`src/hdl/bac_pkg.sv`:
```
// ----------------------------------------------------------------------------
// bac_pkg
// Shared constants and the elaboration-time log2 helper for the barometric
// altitude block.
// ----------------------------------------------------------------------------
package bac_pkg;

  localparam logic [23:0] REF_PRESSURE = 24'd4150272;  // 1013.25 mbar in Q12
  localparam logic [31:0] LOG10_2_Q30  = 32'd323228497;
  localparam logic [31:0] SCALE_HEIGHT = 32'd8400;
  localparam logic [31:0] RECIP_15     = 32'd69905;    // floor(2^20 / 15)
  localparam logic [31:0] RECIP_273    = 32'd15732480; // floor(2^32 / 273)
  localparam logic [31:0] DIV_273      = 32'd273;
  localparam logic [16:0] KELVIN_DEG   = 17'd80768;    // (273 + 42.5) in Q8
  localparam logic signed [17:0] ALT_MAX = 18'sd131071;
  localparam logic signed [17:0] ALT_MIN = -18'sd131072;

  localparam logic OP_MEASURE = 1'b0;
  localparam logic OP_CAPTURE = 1'b1;

  // log2 of x in Q16 with truncated fraction bits; evaluated at elaboration.
  function automatic logic [31:0] log2_q16(input logic [31:0] x);
    logic [31:0] n;
    logic [31:0] r;
    logic [63:0] m;
    n = 32'd0;
    for (int k = 0; k < 31; k++) begin
      if ((x >> (k + 1)) != 32'd0) begin
        n = 32'(k + 1);
      end
    end
    m = 64'(x) << (32'd30 - n);
    r = n << 16;
    for (int i = 15; i >= 0; i--) begin
      m = (m * m) >> 30;
      if (m >= 64'h8000_0000) begin
        m = m >> 1;
        r = r | (32'd1 << i);
      end
    end
    return r;
  endfunction

  localparam logic [31:0] LOG2_REF = log2_q16({8'd0, REF_PRESSURE});

endpackage

```
`src/hdl/bac_if.sv`:
```
// ----------------------------------------------------------------------------
// bac_if
// Valid/ready channels for the sample input and the altitude result.
// ----------------------------------------------------------------------------
interface bac_in_if;
  logic               valid;
  logic               ready;
  logic               opcode;
  logic [7:0]         status_byte;
  logic [23:0]        pressure_raw;
  logic signed [15:0] temperature_raw;

  modport source(output valid, opcode, status_byte, pressure_raw, temperature_raw,
                 input ready);
  modport sink(input valid, opcode, status_byte, pressure_raw, temperature_raw,
               output ready);
endinterface

interface bac_out_if;
  logic               valid;
  logic               ready;
  logic signed [17:0] altitude_abs;
  logic signed [18:0] altitude_rel;

  modport source(output valid, altitude_abs, altitude_rel, input ready);
  modport sink(input valid, altitude_abs, altitude_rel, output ready);
endinterface

```
`src/hdl/bac_mul.sv`:
```
// ----------------------------------------------------------------------------
// bac_mul
// Shared 32 x 32 unsigned multiplier used for every product in the block.
// ----------------------------------------------------------------------------
module bac_mul (
  input  logic [31:0] a,
  input  logic [31:0] b,
  output logic [63:0] p
);
  assign p = {32'd0, a} * {32'd0, b};
endmodule

```
`src/hdl/barometric_altitude_calc.sv`:
```
// ----------------------------------------------------------------------------
// barometric_altitude_calc
// A sequencer drives one shared 32 x 32 multiplier through the temperature
// factor, sixteen squaring steps of the log2 and the log difference, and the
// final scaling products, then loads the sample's result into the output
// register. The block takes no new sample until the current one is finished.
// A finished result waits in the output register, so the next sample may be
// taken while it is pending; a second finished result then holds its last
// step until the output register is free.
// ----------------------------------------------------------------------------
module barometric_altitude_calc (
  input  logic          clk,
  input  logic          rst,
  bac_in_if.sink        sample,
  bac_out_if.source     result
);

  typedef enum logic [10:0] {
    S_IDLE  = 11'b000_0000_0001,
    S_TMUL  = 11'b000_0000_0010,
    S_TCORR = 11'b000_0000_0100,
    S_FMUL  = 11'b000_0000_1000,
    S_FCHK  = 11'b000_0001_0000,
    S_FFIN  = 11'b000_0010_0000,
    S_LOG   = 11'b000_0100_0000,
    S_DLOG  = 11'b000_1000_0000,
    S_DMUL  = 11'b001_0000_0000,
    S_LMUL  = 11'b010_0000_0000,
    S_DONE  = 11'b100_0000_0000
  } state_t;

  state_t             state;
  logic [23:0]        held_pressure;
  logic signed [15:0] held_temperature;
  logic signed [17:0] zero_reference;
  logic               opcode;
  logic [63:0]        prod;
  logic [24:0]        num;
  logic [16:0]        fq;
  logic [16:0]        factor;
  logic [3:0]         step;
  logic [15:0]        frac;
  logic [4:0]         lead;
  logic [22:0]        mag_d;
  logic               neg;
  logic               out_valid;
  logic signed [17:0] out_abs;
  logic signed [18:0] out_rel;

  logic [31:0] op_a;
  logic [31:0] op_b;
  logic [63:0] mul_p;

  bac_mul u_mul (.a(op_a), .b(op_b), .p(mul_p));

  function automatic logic [16:0] KELVIN_DEG_ADD(input logic [14:0] q);
    return bac_pkg::KELVIN_DEG + {2'd0, q};
  endfunction

  function automatic logic [16:0] KELVIN_DEG_SUB(input logic [14:0] q);
    return bac_pkg::KELVIN_DEG - {2'd0, q};
  endfunction

  // Temperature magnitude times 8 and its division by 15.
  logic [16:0] t_mag;
  logic [19:0] t_a;
  logic [14:0] q15;
  logic [19:0] r15;
  logic [14:0] q15_fix;
  logic [16:0] kel;

  always_comb begin
    t_mag   = held_temperature[15] ? 17'(-$signed({held_temperature[15], held_temperature}))
                                   : {1'b0, held_temperature};
    t_a     = {t_mag, 3'd0};
    q15     = prod[34:20];
    r15     = t_a - ({5'd0, q15} << 4) + {5'd0, q15};
    q15_fix = q15 + ((r15 >= 20'd15) ? 15'd1 : 15'd0);
    kel     = held_temperature[15] ? KELVIN_DEG_SUB(q15_fix) : KELVIN_DEG_ADD(q15_fix);
  end

  // Leading one of the held pressure and its Q30 mantissa.
  logic [30:0] m0;
  always_comb begin
    lead = 5'd0;
    for (int k = 1; k < 24; k++) begin
      if (held_pressure[k]) begin
        lead = 5'(k);
      end
    end
    m0 = {7'd0, held_pressure} << (5'd30 - lead);
  end

  // Renormalize the previous square back into [1, 2) in Q30.
  logic        sq_bit;
  logic [30:0] m_norm;
  assign sq_bit = prod[61];
  assign m_norm = sq_bit ? prod[61:31] : prod[60:30];

  // Log difference in Q16.
  logic [31:0]        log_p;
  logic signed [23:0] d;
  assign log_p = {11'd0, lead, frac | {15'd0, sq_bit}};
  assign d     = $signed(bac_pkg::LOG2_REF[23:0]) - $signed(log_p[23:0]);

  always_comb begin
    op_a = 32'd0;
    op_b = 32'd0;
    case (state)
      S_TMUL: begin
        op_a = {12'd0, t_a};
        op_b = bac_pkg::RECIP_15;
      end
      S_FMUL: begin
        op_a = {7'd0, num};
        op_b = bac_pkg::RECIP_273;
      end
      S_FCHK: begin
        op_a = {15'd0, prod[48:32]};
        op_b = bac_pkg::DIV_273;
      end
      S_LOG: begin
        op_a = (step == 4'd0) ? {1'b0, m0} : {1'b0, m_norm};
        op_b = op_a;
      end
      S_DMUL: begin
        op_a = {9'd0, mag_d};
        op_b = bac_pkg::LOG10_2_Q30;
      end
      S_LMUL: begin
        op_a = prod[61:30];
        op_b = bac_pkg::SCALE_HEIGHT;
      end
      S_DONE: begin
        op_a = prod[31:0];
        op_b = {15'd0, factor};
      end
      default: begin
        op_a = 32'd0;
        op_b = 32'd0;
      end
    endcase
  end

  // Final saturation; S_DONE first forms the last product, then reports.
  logic               last_phase;
  logic [31:0]        mag;
  logic signed [17:0] alt;
  logic signed [17:0] zref_next;
  logic               out_free;
  logic               out_load;
  logic               prod_hold;

  assign mag = prod[63:32];
  always_comb begin
    if (held_pressure == 24'd0) begin
      alt = bac_pkg::ALT_MAX;
    end else if (neg) begin
      alt = (mag > 32'd131072) ? bac_pkg::ALT_MIN : 18'(-$signed({1'b0, mag}));
    end else begin
      alt = (mag > 32'd131071) ? bac_pkg::ALT_MAX : $signed(mag[17:0]);
    end
    zref_next = (opcode == bac_pkg::OP_CAPTURE) ? alt : zero_reference;
  end

  assign out_free     = !out_valid || result.ready;
  assign out_load     = (state == S_DONE) && last_phase && out_free;
  // The final product must stay put while the result waits for the output.
  assign prod_hold    = (state == S_DONE) && last_phase && !out_free;
  assign sample.ready = (state == S_IDLE);

  always_ff @(posedge clk) begin
    if (!prod_hold) begin
      prod <= mul_p;
    end
    if (rst) begin
      state            <= S_IDLE;
      held_pressure    <= 24'd0;
      held_temperature <= 16'sd0;
      zero_reference   <= 18'sd0;
      out_valid        <= 1'b0;
      step             <= 4'd0;
      last_phase       <= 1'b0;
    end else begin
      if (result.valid && result.ready && !out_load) begin
        out_valid <= 1'b0;
      end
      case (state)
        S_IDLE: begin
          if (sample.valid) begin
            opcode <= sample.opcode;
            if (sample.status_byte[1]) begin
              held_pressure <= sample.pressure_raw;
            end
            if (sample.status_byte[0]) begin
              held_temperature <= sample.temperature_raw;
            end
            state <= S_TMUL;
          end
        end
        S_TMUL:  state <= S_TCORR;
        S_TCORR: begin
          num   <= {kel, 8'd0};
          state <= S_FMUL;
        end
        S_FMUL:  state <= S_FCHK;
        S_FCHK: begin
          fq    <= prod[48:32];
          state <= S_FFIN;
        end
        S_FFIN: begin
          factor <= fq + (((num - prod[24:0]) >= 25'd273) ? 17'd1 : 17'd0);
          step   <= 4'd0;
          frac   <= 16'd0;
          state  <= S_LOG;
        end
        S_LOG: begin
          if (step != 4'd0) begin
            frac[4'd15 - (step - 4'd1)] <= sq_bit;
          end
          step <= step + 4'd1;
          if (step == 4'd15) begin
            state <= S_DLOG;
          end
        end
        S_DLOG: begin
          neg   <= d[23];
          mag_d <= d[23] ? 23'(-d) : d[22:0];
          state <= S_DMUL;
        end
        S_DMUL:  state <= S_LMUL;
        S_LMUL: begin
          last_phase <= 1'b0;
          state      <= S_DONE;
        end
        S_DONE: begin
          if (!last_phase) begin
            last_phase <= 1'b1;
          end else if (out_free) begin
            out_valid      <= 1'b1;
            out_abs        <= alt;
            out_rel        <= 19'(alt) - 19'(zref_next);
            zero_reference <= zref_next;
            last_phase     <= 1'b0;
            state          <= S_IDLE;
          end
        end
        default: state <= S_IDLE;
      endcase
    end
  end

  assign result.valid        = out_valid;
  assign result.altitude_abs = out_abs;
  assign result.altitude_rel = out_rel;

endmodule
```
`src/flat_wrapper.sv`:
```
// flat-port wrapper written by rule: the top's interface ports become plain ports
module barometric_altitude_calc_flat 
  (clk, rst, sample_valid, sample_opcode, sample_status_byte, sample_pressure_raw, sample_temperature_raw, sample_ready, result_valid, result_altitude_abs, result_altitude_rel, result_ready);
  bac_in_if sample_i ();
  bac_out_if result_i ();
  input  logic clk;
  input  logic rst;
  input wire logic [$bits(sample_i.valid)-1:0] sample_valid;
  input wire logic [$bits(sample_i.opcode)-1:0] sample_opcode;
  input wire logic [$bits(sample_i.status_byte)-1:0] sample_status_byte;
  input wire logic [$bits(sample_i.pressure_raw)-1:0] sample_pressure_raw;
  input wire logic [$bits(sample_i.temperature_raw)-1:0] sample_temperature_raw;
  output wire logic [$bits(sample_i.ready)-1:0] sample_ready;
  output wire logic [$bits(result_i.valid)-1:0] result_valid;
  output wire logic [$bits(result_i.altitude_abs)-1:0] result_altitude_abs;
  output wire logic [$bits(result_i.altitude_rel)-1:0] result_altitude_rel;
  input wire logic [$bits(result_i.ready)-1:0] result_ready;
  assign sample_i.valid = sample_valid;
  assign sample_i.opcode = sample_opcode;
  assign sample_i.status_byte = sample_status_byte;
  assign sample_i.pressure_raw = sample_pressure_raw;
  assign sample_i.temperature_raw = sample_temperature_raw;
  assign sample_ready = sample_i.ready;
  assign result_valid = result_i.valid;
  assign result_altitude_abs = result_i.altitude_abs;
  assign result_altitude_rel = result_i.altitude_rel;
  assign result_i.ready = result_ready;
  barometric_altitude_calc u_core (.clk(clk), .rst(rst), .sample(sample_i), .result(result_i));
endmodule
```
`config.mk`:
```
export PLATFORM = sky130hd
export DESIGN_NAME = barometric_altitude_calc_flat
export DESIGN_NICKNAME = d
export VERILOG_FILES = /design/src/hdl/bac_pkg.sv /design/src/hdl/bac_if.sv /design/src/hdl/bac_mul.sv /design/src/hdl/barometric_altitude_calc.sv /design/src/flat_wrapper.sv
export SDC_FILE = /design/constraint.sdc
export NUM_CORES = 2
export LEC_CHECK = 0
export ABC_AREA = 0
export BUFFER_PORTS_ARGS = -buffer_cell sky130_fd_sc_hd__buf_2
export CORE_MARGIN = 8
export CORE_UTILIZATION = 45
export CTS_CLUSTER_DIAMETER = 150
export CTS_CLUSTER_SIZE = 28
export DETAILED_ROUTE_END_ITERATION = 16
export PLACE_DENSITY_LB_ADDON = 0.1
export SLEW_MARGIN = 20
export SYNTH_ARGS = -nofsm -noshare
export SYNTH_HDL_FRONTEND = slang
export SYNTH_SLANG_ARGS = --single-unit
```
`constraint.sdc`:
```
create_clock -name clk -period 14.3 [get_ports clk]
set_input_delay 0.715 -clock clk [delete_from_list [all_inputs] [get_ports clk]]
set_output_delay 0.715 -clock clk [all_outputs]
set_load 0.01 [all_outputs]
```
==> results.json <==
{
  "clock_skew_ns": 0.0454,
  "status": "complete, no violations",
  "slew_headroom_pct": 19.5,
  "fillCellCount": 11038,
  "clock-root-buffer": "clkbuf_16",
  "crit_fanout": 25,
  "drt_first_pass_iters": 8,
  "synth_area_mm2": 0.0509,
  "grt_max_degree": 65,
  "cpPeakStageDelay_ns": 0.84,
  "setup_violations": 0,
  "routedWlPerCell_um": 23.8,
  "final_antenna_net_count": 0,
  "p_leak_nw": 24.6,
  "die_area_mm2": 0.124,
  "crit_top_cell": "fa_1",
  "arrival_ns": 13.63,
  "startpoint_type": "register",
  "max_cap_violations": 0,
  "path_delay_family": "adder cells",
  "synth_edf_count": 193,
  "rows": 123,
  "ir_worst_vdd_mv": 0.102,
  "ys.flop_type": "edfxtp_1",
  "crit_required_ns": 14.59,
  "antenna_found_initial": 6,
  "drive_gt1_share_pct": 6.86,
  "num_vias": 41198,
  "ys_ff_latch": 268,
  "cts_tree": "built",
  "grt_pass1_wl_mm": 262,
  "worst_pin_slew_ns": 1.21,
  "grt_use_total_pct": 27.7,
  "core-area_mm2": 0.112,
  "numCtsBuffers": 13,
  "wirelength_mm": 174,
  "netlist_instances": 5815,
  "postCtsSetupBuffers": 0,
  "period_needed_ns": 13.34,
  "grt_setup_unrepaired": "no",
  "htree_levels": 1,
  "die_w_um": 352,
  "timing.final.crit_share_pct": 93.3,
  "pin_count": 92,
  "max_freq_mhz": 74.9,
  "area_growth_pct": 5.77,
  "end_kind": "register",
  "synth_cell_types": 109,
  "cts-hold-fix-buffers": 0,
  "drc": 0,
  "overflow": 0,
  "nNetsFinal": 7098,
  "cts_resized": 0,
  "clock_latency_ns": 0.54,
  "hold_class": "input pin to register",
  "initial_utilization_pct": 45.3,
  "cts.path.max_buffers": 3,
  "clkSinkCount": 268,
  "synth-seq-area-share_pct": 14.3,
  "hpwl_mm": 140,
  "io_buffers": 85,
  "async_flop_share_pct": 0,
  "tns_ns": 0,
  "power_w": 0.00199,
  "worstSetupPathType": "register to register",
  "hold_viol": 0,
  "gp_congestion": 0.989,
  "drv_slew": 0,
  "via_per_inst": 5.64,
  "synth.avg_cell_area_um2": 8.76,
  "crit_path_top_delay_cell": "a21bo_1",
  "yosys_warnings": 0,
  "power_density_mw_per_mm2": 37.0,
  "drt_iter0_drc": 3578,
  "grt_pass1_vias": 41515,
  "crit_buf_inv": 6,
  "die_y_um": 352,
  "path_clk_slew_ns": 0.12
}
kinds of logic (layout without fill, tap and decap cells):
| logic type | Yosys count | in the layout | synth area share, % |
|---|---|---|---|
| flip-flops | 268 | 268 | 14.3 |
| buffers and inverters | 1388 | 1358 | 10.5 |
| multiplexers | 97 | 97 | 2.22 |
| adder cells (fa/ha/maj) | 1251 | 1251 | 43.7 |
| AO/OA/AOI/OAI | 762 | 762 | 10.1 |
| other | 2 | 19 | 0.0147 |
| XOR/XNOR | 179 | 179 | 3.15 |
| AND/OR/NAND/NOR | 1868 | 1868 | 16.0 |
synth_stat cells, types with 69 or more instances:
library cell,instances,area share (%)
nand2_1,686,5.1
fa_1,879,35
o21ai_0,143,1.4
nand3_1,82,0.81
mux2i_1,69,1.4
clkbuf_1,208,1.5
dfxtp_1,75,2.9
ha_1,372,9.1
edfxtp_1,193,11
a21oi_1,217,2.1
inv_1,1082,8.0
nor2_1,712,5.2
xnor2_1,128,2.2
layout make-up:
type | count | area, um2 | area share (%)
Sequential cell | 268 | 7300 | 13.5
Tap cell | 1500 | 1880 | 3.48
Clock buffer | 20 | 352 | 0.653
Antenna cell | 2 | 5.00 | 0.00929
Clock inverter | 1 | 16.3 | 0.0302
Multi-Input combinational cell | 4174 | 38500 | 71.5
Timing Repair Buffer | 252 | 1710 | 3.18
Inverter | 1085 | 4070 | 7.56
flip-flops by register name (all words and copies together) (netlist names):
signal                      flops
u_core.state                   11
u_core.prod                    64
u_core.held_temperature        16
u_core.fq                      17
u_core.step                     4
u_core.num                     17
u_core.neg                      1
u_core.held_pressure           24
u_core.zero_reference          18
u_core.result.altitude_abs     18
u_core.last_phase               1
u_core.factor                  17
u_core.result.altitude_rel     19
u_core.result.valid             1
u_core.opcode                   1
u_core.frac                    16
u_core.mag_d                   23
power breakdown:
group / internal [W] / switching (W) / leakage [nW]
combinational: 0.000247 / 0.000438 / 21.9
sequential: 0.000846 / 0.0000177 / 2.57
clock: 0.000176 / 0.000271 / 0.175
total: 0.00127 / 0.000726 / 24.6
final timing paths:
| kind | cells past startpoint | end | startpoint | slack [ns] |
|---|---|---|---|---|
| setup / recovery | 37 | u_core.prod[61] | u_core.held_pressure[2] | 0.96 |
| hold / removal | 1 | u_core.opcode | sample_opcode | 0.36 |
| setup reg to reg | 37 | u_core.prod[61] | u_core.held_pressure[2] | 0.96 |
| hold reg to reg | 2 | u_core.zero_reference[15] | u_core.zero_reference[15] | 0.46 |
through the flow:
step	utilization, %	area (um2)	cells	hold slack (ns)	setup WS (ns)
2_1_floorplan	-	51000	5830	0.420	3.04
3_3_place_gp	47.6	53500	7278	0.430	1.22
3_5_place_dp	47.6	53500	7278	0.439	1.20
4_1_cts	47.9	53800	7299	0.335	1.12
5_1_grt	47.9	53900	7300	0.331	0.338
6_report	47.9	53900	7302	0.362	0.955
layer usage:
metal	track usage [%]	vias to the layer above	part of all wire, %	wire length [um]
li1	-	18346	-	-
met1	37.2	21001	41	71800
met2	44.3	1533	45	78900
met3	4.80	314	8.2	14300
met4	11.2	4	5.2	9030
met5	0	-	0.017	30
layout by cell type (no fill, tap or decap), types with 75 or more instances in the layout:
master | Yosys | routed
a21oi_1 | 217 | 212
fa_1 | 879 | 879
buf_2 | 61 | 85
nand2_1 | 686 | 686
ha_1 | 372 | 372
xnor2_1 | 128 | 128
edfxtp_1 | 193 | 193
nor2_1 | 712 | 712
dfxtp_1 | 75 | 75
buf_4 | 10 | 164
inv_1 | 1082 | 1082
nand3_1 | 82 | 82
o21ai_0 | 143 | 143
(Power assumes the default switching activity.)
